<file path="src/rtl/gdnw_pkg.sv">
// Shared constants, month tables and stage types for the Gregorian day counter.
`timescale 1ns / 1ps
`default_nettype none

package gdnw_pkg;

  // Result status codes.
  localparam logic [1:0] ERR_NONE  = 2'd0;
  localparam logic [1:0] ERR_YEAR  = 2'd1;
  localparam logic [1:0] ERR_MONTH = 2'd2;
  localparam logic [1:0] ERR_DAY   = 2'd3;

  // Reciprocal of 100 for 16-bit dividends: q = (x * RECIP_100) >> RECIP_SHIFT.
  // The rounding error of the constant times the largest dividend stays below
  // 2^RECIP_SHIFT, so the quotient is exact over the whole 16-bit range.
  localparam logic [16:0] RECIP_100   = 17'd83887;
  localparam int          RECIP_SHIFT = 23;

  localparam int YEAR_W  = 16;
  localparam int MONTH_W = 4;
  localparam int DAY_W   = 5;
  localparam int DOY_W   = 9;
  localparam int COUNT_W = 25;
  localparam int Q100_W  = 10;

  // Length of each month in a common year; zero for a month number that is not valid.
  function automatic logic [4:0] month_len(input logic [3:0] m);
    logic [4:0] len;
    case (m)
      4'd1, 4'd3, 4'd5, 4'd7, 4'd8, 4'd10, 4'd12: len = 5'd31;
      4'd4, 4'd6, 4'd9, 4'd11:                    len = 5'd30;
      4'd2:                                       len = 5'd28;
      default:                                    len = 5'd0;
    endcase
    return len;
  endfunction

  // Days before the first of each month in a common year.
  function automatic logic [8:0] days_before(input logic [3:0] m);
    logic [8:0] n;
    case (m)
      4'd1:    n = 9'd0;
      4'd2:    n = 9'd31;
      4'd3:    n = 9'd59;
      4'd4:    n = 9'd90;
      4'd5:    n = 9'd120;
      4'd6:    n = 9'd151;
      4'd7:    n = 9'd181;
      4'd8:    n = 9'd212;
      4'd9:    n = 9'd243;
      4'd10:   n = 9'd273;
      4'd11:   n = 9'd304;
      4'd12:   n = 9'd334;
      default: n = 9'd0;
    endcase
    return n;
  endfunction

  typedef struct packed {
    logic [YEAR_W-1:0]  year;
    logic [MONTH_W-1:0] month;
    logic [DAY_W-1:0]   day;
    logic [Q100_W-1:0]  q100;
  } st1_t;

  typedef struct packed {
    logic [1:0]         err;
    logic               leap;
    logic [DOY_W-1:0]   doy;
    logic [YEAR_W-1:0]  py;
    logic [COUNT_W-1:0] py365;
    logic [Q100_W-1:0]  qpy;
  } st2_t;

  typedef struct packed {
    logic [1:0]         err;
    logic               leap;
    logic [DOY_W-1:0]   doy;
    logic [COUNT_W-1:0] count;
  } st3_t;

  typedef struct packed {
    logic [2:0]         weekday;
    logic [COUNT_W-1:0] count;
    logic [DOY_W-1:0]   doy;
    logic               leap;
    logic [1:0]         error_code;
    logic               date_ok;
  } res_t;

endpackage

`default_nettype wire

</file>
<file path="src/rtl/gregorian_day_number_weekday.sv">
// Top level of the Gregorian date checker, day counter and weekday calculator.
`timescale 1ns / 1ps
`default_nettype none

// This block takes one proleptic Gregorian date per request on the slave stream
// and returns one result per request on the master stream, in order. A date is
// valid when the year is at least 1, the month is 1 to 12 and the day lies within
// the month, with February at 29 in a leap year. Checks run year first, then
// month, then day, and the first failing check sets the error code; an invalid
// date returns zeros in the leap flag, day of year, day count and weekday. For a
// valid date the day count starts at 1 on 0001-01-01 and the weekday is that
// count mod 7 with 0 meaning Sunday. The block is a four-stage pipeline: the
// first stage divides the year by 100 with a reciprocal multiply, the second
// settles the leap rule, the checks, the day of year and the year-times-365
// product, the third sums the day count, and the fourth folds the count mod 7
// into the output register. A new request can be taken every cycle while the
// master side does not stall. The first stage loads at the accepting edge, and
// each request then moves through the second, third and fourth stage registers
// before m_tvalid rises. A stall on the master side backs up stage by stage
// without losing or repeating anything.
module gregorian_day_number_weekday
  import gdnw_pkg::*;
(
  input  wire logic        clk,
  input  wire logic        rst,
  input  wire logic        s_tvalid,
  output logic             s_tready,
  // Fields from bit 0: cal_year[15:0], cal_month[19:16], cal_day[24:20], zero fill.
  input  wire logic [31:0] s_tdata,
  output logic             m_tvalid,
  input  wire logic        m_tready,
  // Fields from bit 0: date_ok[0], error_code[2:1], leap_flag[3], day_of_year[12:4],
  // day_count[37:13], weekday[40:38], zero fill.
  output logic [47:0]      m_tdata
);

  // Each stage moves forward when it is empty or the stage after it moves.
  logic v1, v2, v3, v4;
  logic rdy1, rdy2, rdy3, rdy4;

  assign rdy4     = !v4 || m_tready;
  assign rdy3     = !v3 || rdy4;
  assign rdy2     = !v2 || rdy3;
  assign rdy1     = !v1 || rdy2;
  assign s_tready = rdy1;
  assign m_tvalid = v4;

  always_ff @(posedge clk) begin
    if (rst) begin
      v1 <= 1'b0;
      v2 <= 1'b0;
      v3 <= 1'b0;
      v4 <= 1'b0;
    end else begin
      if (rdy1) v1 <= s_tvalid;
      if (rdy2) v2 <= v1;
      if (rdy3) v3 <= v2;
      if (rdy4) v4 <= v3;
    end
  end

  // Stage 1: year / 100 by reciprocal multiply, exact for every 16-bit year.
  st1_t                      st1, st1_next;
  logic [YEAR_W+16:0]        q100_prod;

  always_comb begin
    st1_next.year  = s_tdata[15:0];
    st1_next.month = s_tdata[19:16];
    st1_next.day   = s_tdata[24:20];
    q100_prod      = st1_next.year * RECIP_100;
    st1_next.q100  = q100_prod[RECIP_SHIFT +: Q100_W];
  end

  always_ff @(posedge clk) begin
    if (rdy1) st1 <= st1_next;
  end

  // Stage 2: leap rule, validity checks, day of year and (year - 1) * 365.
  st2_t                 st2, st2_next;
  logic [YEAR_W:0]      q100_x100;
  logic [YEAR_W-1:0]    rem100;
  logic                 cent;
  logic                 leap;
  logic [4:0]           mlen;

  always_comb begin
    q100_x100 = {{(YEAR_W+1-Q100_W){1'b0}}, st1.q100} * 7'd100;
    rem100    = st1.year - q100_x100[YEAR_W-1:0];
    cent      = (rem100 == '0);
    // Divisible by 4 and not by 100, or divisible by 400.
    leap      = (st1.year[1:0] == 2'b00) && (!cent || (st1.q100[1:0] == 2'b00));
    mlen      = month_len(st1.month);
    if ((st1.month == 4'd2) && leap) mlen = 5'd29;

    if (st1.year == '0) begin
      st2_next.err = ERR_YEAR;
    end else if (mlen == 5'd0) begin
      st2_next.err = ERR_MONTH;
    end else if ((st1.day == '0) || (st1.day > mlen)) begin
      st2_next.err = ERR_DAY;
    end else begin
      st2_next.err = ERR_NONE;
    end

    st2_next.leap  = leap;
    st2_next.doy   = days_before(st1.month) + {4'd0, st1.day}
                     + {8'd0, (leap && (st1.month > 4'd2))};
    st2_next.py    = st1.year - 16'd1;
    st2_next.py365 = {{(COUNT_W-YEAR_W){1'b0}}, st2_next.py} * 9'd365;
    // (year - 1) / 100 is one less than year / 100 exactly when year is a century.
    st2_next.qpy   = st1.q100 - {{(Q100_W-1){1'b0}}, cent};
  end

  always_ff @(posedge clk) begin
    if (rdy2) st2 <= st2_next;
  end

  // Stage 3: day count; invalid dates carry zeros from here on.
  st3_t st3, st3_next;

  always_comb begin
    st3_next.err = st2.err;
    if (st2.err == ERR_NONE) begin
      st3_next.leap  = st2.leap;
      st3_next.doy   = st2.doy;
      st3_next.count = st2.py365
                       + {{(COUNT_W-YEAR_W+2){1'b0}}, st2.py[YEAR_W-1:2]}
                       + {{(COUNT_W-Q100_W+2){1'b0}}, st2.qpy[Q100_W-1:2]}
                       - {{(COUNT_W-Q100_W){1'b0}}, st2.qpy}
                       + {{(COUNT_W-DOY_W){1'b0}}, st2.doy};
    end else begin
      st3_next.leap  = 1'b0;
      st3_next.doy   = '0;
      st3_next.count = '0;
    end
  end

  always_ff @(posedge clk) begin
    if (rdy3) st3 <= st3_next;
  end

  // Stage 4: count mod 7 by summing octal digits, since 8 is 1 mod 7.
  res_t       res, res_next;
  logic [26:0] cnt_ext;
  logic [5:0]  dsum;
  logic [3:0]  fold1;
  logic [2:0]  fold2;

  always_comb begin
    cnt_ext = {2'b00, st3.count};
    dsum    = '0;
    for (int i = 0; i < 9; i++) begin
      dsum = dsum + {3'd0, cnt_ext[3*i +: 3]};
    end
    fold1 = {1'b0, dsum[5:3]} + {1'b0, dsum[2:0]};
    fold2 = {2'b00, fold1[3]} + fold1[2:0];

    res_next.weekday    = (fold2 == 3'd7) ? 3'd0 : fold2;
    res_next.count      = st3.count;
    res_next.doy        = st3.doy;
    res_next.leap       = st3.leap;
    res_next.error_code = st3.err;
    res_next.date_ok    = (st3.err == ERR_NONE);
  end

  always_ff @(posedge clk) begin
    if (rdy4) res <= res_next;
  end

  assign m_tdata = {7'd0, res};

endmodule

`default_nettype wire

</file>
<file path="config.mk">
export PLATFORM = sky130hd
export DESIGN_NAME = gregorian_day_number_weekday
export DESIGN_NICKNAME = d
export VERILOG_FILES = /design/src/rtl/gdnw_pkg.sv /design/src/rtl/gregorian_day_number_weekday.sv
export SDC_FILE = /design/constraint.sdc
export NUM_CORES = 1
export LEC_CHECK = 0
export ABC_AREA = 1
export BUFFER_PORTS_ARGS = -buffer_cell sky130_fd_sc_hd__buf_2
export CAP_MARGIN = 25
export CORE_MARGIN = 2
export CORE_UTILIZATION = 40
export DETAILED_ROUTE_END_ITERATION = 10
export REMOVE_ABC_BUFFERS = 1
export SYNTH_ARGS = -nofsm -noshare
export SYNTH_HDL_FRONTEND = slang
export SYNTH_SLANG_ARGS = --single-unit
</file>
<file path="constraint.sdc">
create_clock -name clk -period 6.3 [get_ports clk]
set_clock_uncertainty 0.15 [all_clocks]
set_input_delay 0.63 -clock clk [delete_from_list [all_inputs] [get_ports clk]]
set_output_delay 0.63 -clock clk [all_outputs]
set_load 0.01 [all_outputs]
</file>
After elaboration in Yosys (flattened, before gate mapping) --
Memories as Yosys holds them, arrays and structs flattened. A register that Yosys moved wholly into a read port is not among the register bits. Index checks and enable logic that the tools add are counted.
Operators by class: add/sub/neg operators 19, multipliers 3, $lt $le $gt $ge 2, equal/unequal tests 2, mux-type cells 5, reduce and logical (&&, ||, !) cells 22
Operator list (count):
- $mul A16 B17 Y33 const B | 1
- $logic_not A16 Y1 | 2
- $add A25 B14 Y25 | 1
- $add A25 B8 Y25 | 1
- $add A25 B9 Y25 | 1
- $mul A16 B9 Y25 const B | 1
- $sub A25 B10 Y25 | 1
- $add A6 B3 Y6 | 4
- $sub A16 B1 Y16 const B | 1
- $sub A16 B16 Y16 | 1
- $mul A10 B5 Y14 const B | 1
- $logic_not A5 Y1 | 2
- $sub A10 B1 Y10 | 1
- $add A9 B1 Y9 | 1
- $add A9 B5 Y9 | 1
- $add A3 B3 Y4 | 2
- $logic_not A2 Y1 | 4
- $mux W4 | 2
- $add A5 B3 Y6 | 1
- $add A6 B1 Y6 | 1
- $logic_or A1 B1 Y1 | 6
- $add A4 B3 Y5 | 1
- $gt A5 B5 Y1 | 1
- $logic_not A1 Y1 | 5
- 7 further kinds | 10
Storage, ports and cells: flip-flop bits (word level) 180, memory bits (read-only) 224, output and inout bits 50, word-level logic and storage cells 79, memories kept 2
Memory list:
- (name not given) | words 16, bits a word 9, read ports 1, clocked after memory_dff 1, write ports 0, line gdnw_pkg.sv:41 | case (m)
- (name not given) | words 16, bits a word 5, read ports 1, clocked after memory_dff 1, write ports 0, line gdnw_pkg.sv:29 | case (m)

Longest topological paths before layout --
word-level depth 12, gate-level depth with buffers 36, gate-level depth less buffers 36

Worst setup path after synthesis --
OpenSTA, ideal clock, no wires.
path kind register to register, from reg st1[3] in the netlist's numbering, to reg st2[59] in the netlist's numbering, data pin, library setup time 0.258 ns, arrival time 5.417 ns, path slack 0.476 ns, cell stages (with the launch flop) 36, clock period less this slack 5.824 ns, path through edfxtp_1 -> inv_1 -> ha_1 -> ha_1 -> fa_1 -> ha_1 -> nand2_1 -> o21ai_0 -> a21oi_1 -> o21bai_1 -> nand2_1 -> nand2_1 -> a21oi_1 -> xor2_1 -> ha_1 -> nand2_1 -> inv_1 -> nand2_1 -> nand2_1 -> a21oi_1 -> nand2_2 -> inv_2 -> nand2_2 -> nand2_1 -> nor2_2 -> nand4_2 -> nand2_1 -> inv_1 -> nand2_1 -> fa_1 -> fa_1 -> o21ai_0 -> a21oi_1 -> nor2_1 -> nand3_1 -> xnor2_1
RTL lines:
- start, declared | line gregorian_day_number_weekday.sv:63 | st1_t st1, st1_next;
- start signal, assigned | line gregorian_day_number_weekday.sv:75 | if (rdy1) st1 <= st1_next;
- end signal, assigned | line gregorian_day_number_weekday.sv:115 | if (rdy2) st2 <= st2_next;
- end, declared | line gregorian_day_number_weekday.sv:79 | st2_t st2, st2_next;

==> results.md <==
- Startpoint types: flip-flop
- CTS max path bufs: 2
- Cell mode on critical path: nand2_1
- Worst slew margin: 32.99%
- Total gr overflow: 0
- Syn_area_per_cell: 9.889 µm²
- Vias/cell: approximately 4.8
- CP arrival: around 6 ns
- Die width: approximately 230 µm
- Placed cell count: between 2000 and 3000
- Commonest non-fill, non-tap cells in the layout: inv_1, ha_1, nand2_1
- Critical Path RT: 6.36 ns
- First-pass GRT wire length: a little under 70 mm
- I/O Pins: 86
- Pin count of the biggest net entering global routing: 50
- Grt peak-use layer: met2
- Fmax: 168.8 MHz
- R2r setup slk: 0.38 ns
- Rows: 80
- GR Util All Layers: 16.72%
- CP Class: reg2reg
- WL/cell: 14.59 µm
- ANT cells: 0
- DR vias: ~13000
- Max stage delay cell, worst path: fa_1
- Worst reg2reg path depth: 33
- R2r endpoint: st2[59]
- Die Ht: 225.0 µm
- HP Class: in2reg
- Worst R2R Start: st1[3]
- Layout cell share with drive strength beyond 1: a little under 9%
- Hold worst-path end: st1[12]
- TNS Setup: 0 ns
- ANT nets after route: 0
- Slew Limit Fails: 0
- # nets final: 2659
- Final number of setup-violating endpoints: 0
- Synth Register Bits: 190
- Die ar.: 50640 µm²
- Number of global-route vias before repair: approximately 14000
- DRC errors left: 0
- Final period util: 94.01%
- Placed wire-length estimate: approximately 34 mm
- Yosys cell types: 51
- Hold Path Stages: 1
- IO buf count: 71
- Worst setup EP type: flip-flop
- CTS Buf Count: 17
- Total detailed-routing wirelength: 39.65 mm
- Post-Syn Area: 19540 µm²
- CTS Sinks: 190
- Max-Cap Viols: 0
- TritonCTS clock tree: done
- Syn-to-layout area delta: 9.963%
- Synth warnings: 0
- Largest fanout on the critical path: 4
- Core ar.: 47950 µm²
- HP Start: s_tdata[22]
- Fin cells: 2718
- Global-route track usage on met2: 30.29%
- 1st-pass router iterations: 5
- Post-synthesis sequential area ratio: 28.38%
- Root buffer cell: clkbuf_16
- GR Util met1: 20.40%
- Syn Inst Count: about 2000
- Min Tclk post-route: 5.923 ns
- GP Congestion: 0.9176
- Final hold violations: 0
- Crit path largest cell delay: 0.57 ns
- Final critical-path setup slack: roughly 0.38 ns
- Worst-Skew Late Latency: 0.45 ns
- Initial antenna violation count: 1
- Hold buffer count at cts: 0
- Worst-margin pin slew: about 1 ns
- Outcome: finished, final reports clean
- Htree depth: 4
- Post-Place Setup Slack: 0.09539 ns
- Commonest non-fill, non-tap cell in the layout: inv_1
- Clk slew on worst S/H paths: 0.08 ns
- Starting DRC count in detailed routing: approximately 450
- Starting Density: 40.76%
- Grt met3 use: between 1.5 and 2%
[cells by family (layout without fill, tap and decap cells)]
kind of cell,after synthesis,in the layout,synth area share (%)
flip-flops,190,190,28.38
AO/OA/AOI/OAI,242,242,7.101
buffers and inverters,475,596,9.297
adder cells (fa/ha/maj),533,533,41.89
other,1,7,0.01919
XOR/XNOR,72,72,3.227
AND/OR/NAND/NOR,463,463,10.09
[stage by stage]
stage                     hold slack, ns  area (µm²)  utilization [%]
after floorplan                   0.2503       19490                -
after global placement            0.2543       20820            43.43
after detailed placement          0.2545       20830            43.44
after CTS                         0.1760       21450            44.73
after global routing              0.1834       21490            44.82
final                             0.2004       21490            44.82
[registers in the layout, summed over array words and instances (netlist names), named ones only]
signal / count
res_next: 12
m_tvalid: 1
v2: 1
st1: 35
v3: 1
cnt_ext: 25
m_tdata: 41
st2: 61
v1: 1
[cell usage after synthesis, drive strengths merged]
library cell,count,area (µm²)
a221oi,2,17.52
o21bai,7,52.55
a31oi,4,25.02
or2,1,6.260
o21a,10,75.07
o211ai,3,22.52
dfxtp,16,320.3
fa,202,4044
nand3b,3,22.52
nand3,53,280.3
edfxtp,174,5225
or3,1,6.260
nand2,256,973.4
nand4,13,87.58
o221ai,1,8.760
inv,464,1742
conb,1,3.750
clkbuf,3,11.26
a21oi,124,635.6
ha,331,4141
o22ai,2,12.51
nor4,10,68.81
o211a,1,10.01
a311oi,1,8.760
and3,2,12.51
xnor2,26,227.7
a21boi,6,56.30
buf,8,63.81
a211oi,2,15.01
nor3b,1,7.510
o21ai,70,380.4
xor2,46,402.9
nor2,105,411.6
o31ai,3,22.52
nor3,18,95.09
a21o,6,45.04
[layout make-up]
| cell class | count | area (µm²) |
|---|---|---|
| well taps | 615 | 769.5 |
| clock inverters | 15 | 192.7 |
| flip-flops and latches | 190 | 5545 |
| inverters | 464 | 1742 |
| fillers | 4487 | 26460 |
| multi-input cells | 1317 | 12240 |
| repair buffers | 100 | 570.5 |
| clock buffers | 17 | 425.4 |
[worst max-delay path, delay by kind of cell (launching register included)]
family / cells / cell delay [ns]
compound gates: 9 / 1.28
xor+xnor: 2 / 0.32
fa+ha+maj: 7 / 2.42
buf+inv: 3 / 0.23
flops: 1 / 0.40
simple gates: 12 / 0.90
[worst max path at each step]
stage	to	cells past startpoint	start
final	st2[59]	33	st1[3]
after global routing	st2[59]	35	st1[1]
after CTS	st2[59]	33	st1[3]
after detailed placement	st2[59]	33	st1[3]
after global placement	st2[59]	33	st1[3]
after floorplan	st2[59]	35	st1[3]
[routing by layer]
layer	share of wire, %	routed length [µm]
met3	3.0	1199
met5	0	0
met1	44	17310
met2	50	19950
met4	3.0	1188
[repair_timing]
action | in CTS | in global routing
setup endpoints to repair | 0 | 7
buffers inserted | 0 | 0
resized for setup | 0 | 12
Power is left out: the tool's default activity adds up to more than one toggle a clock period on the data nets, which glitch-free logic cannot reach.
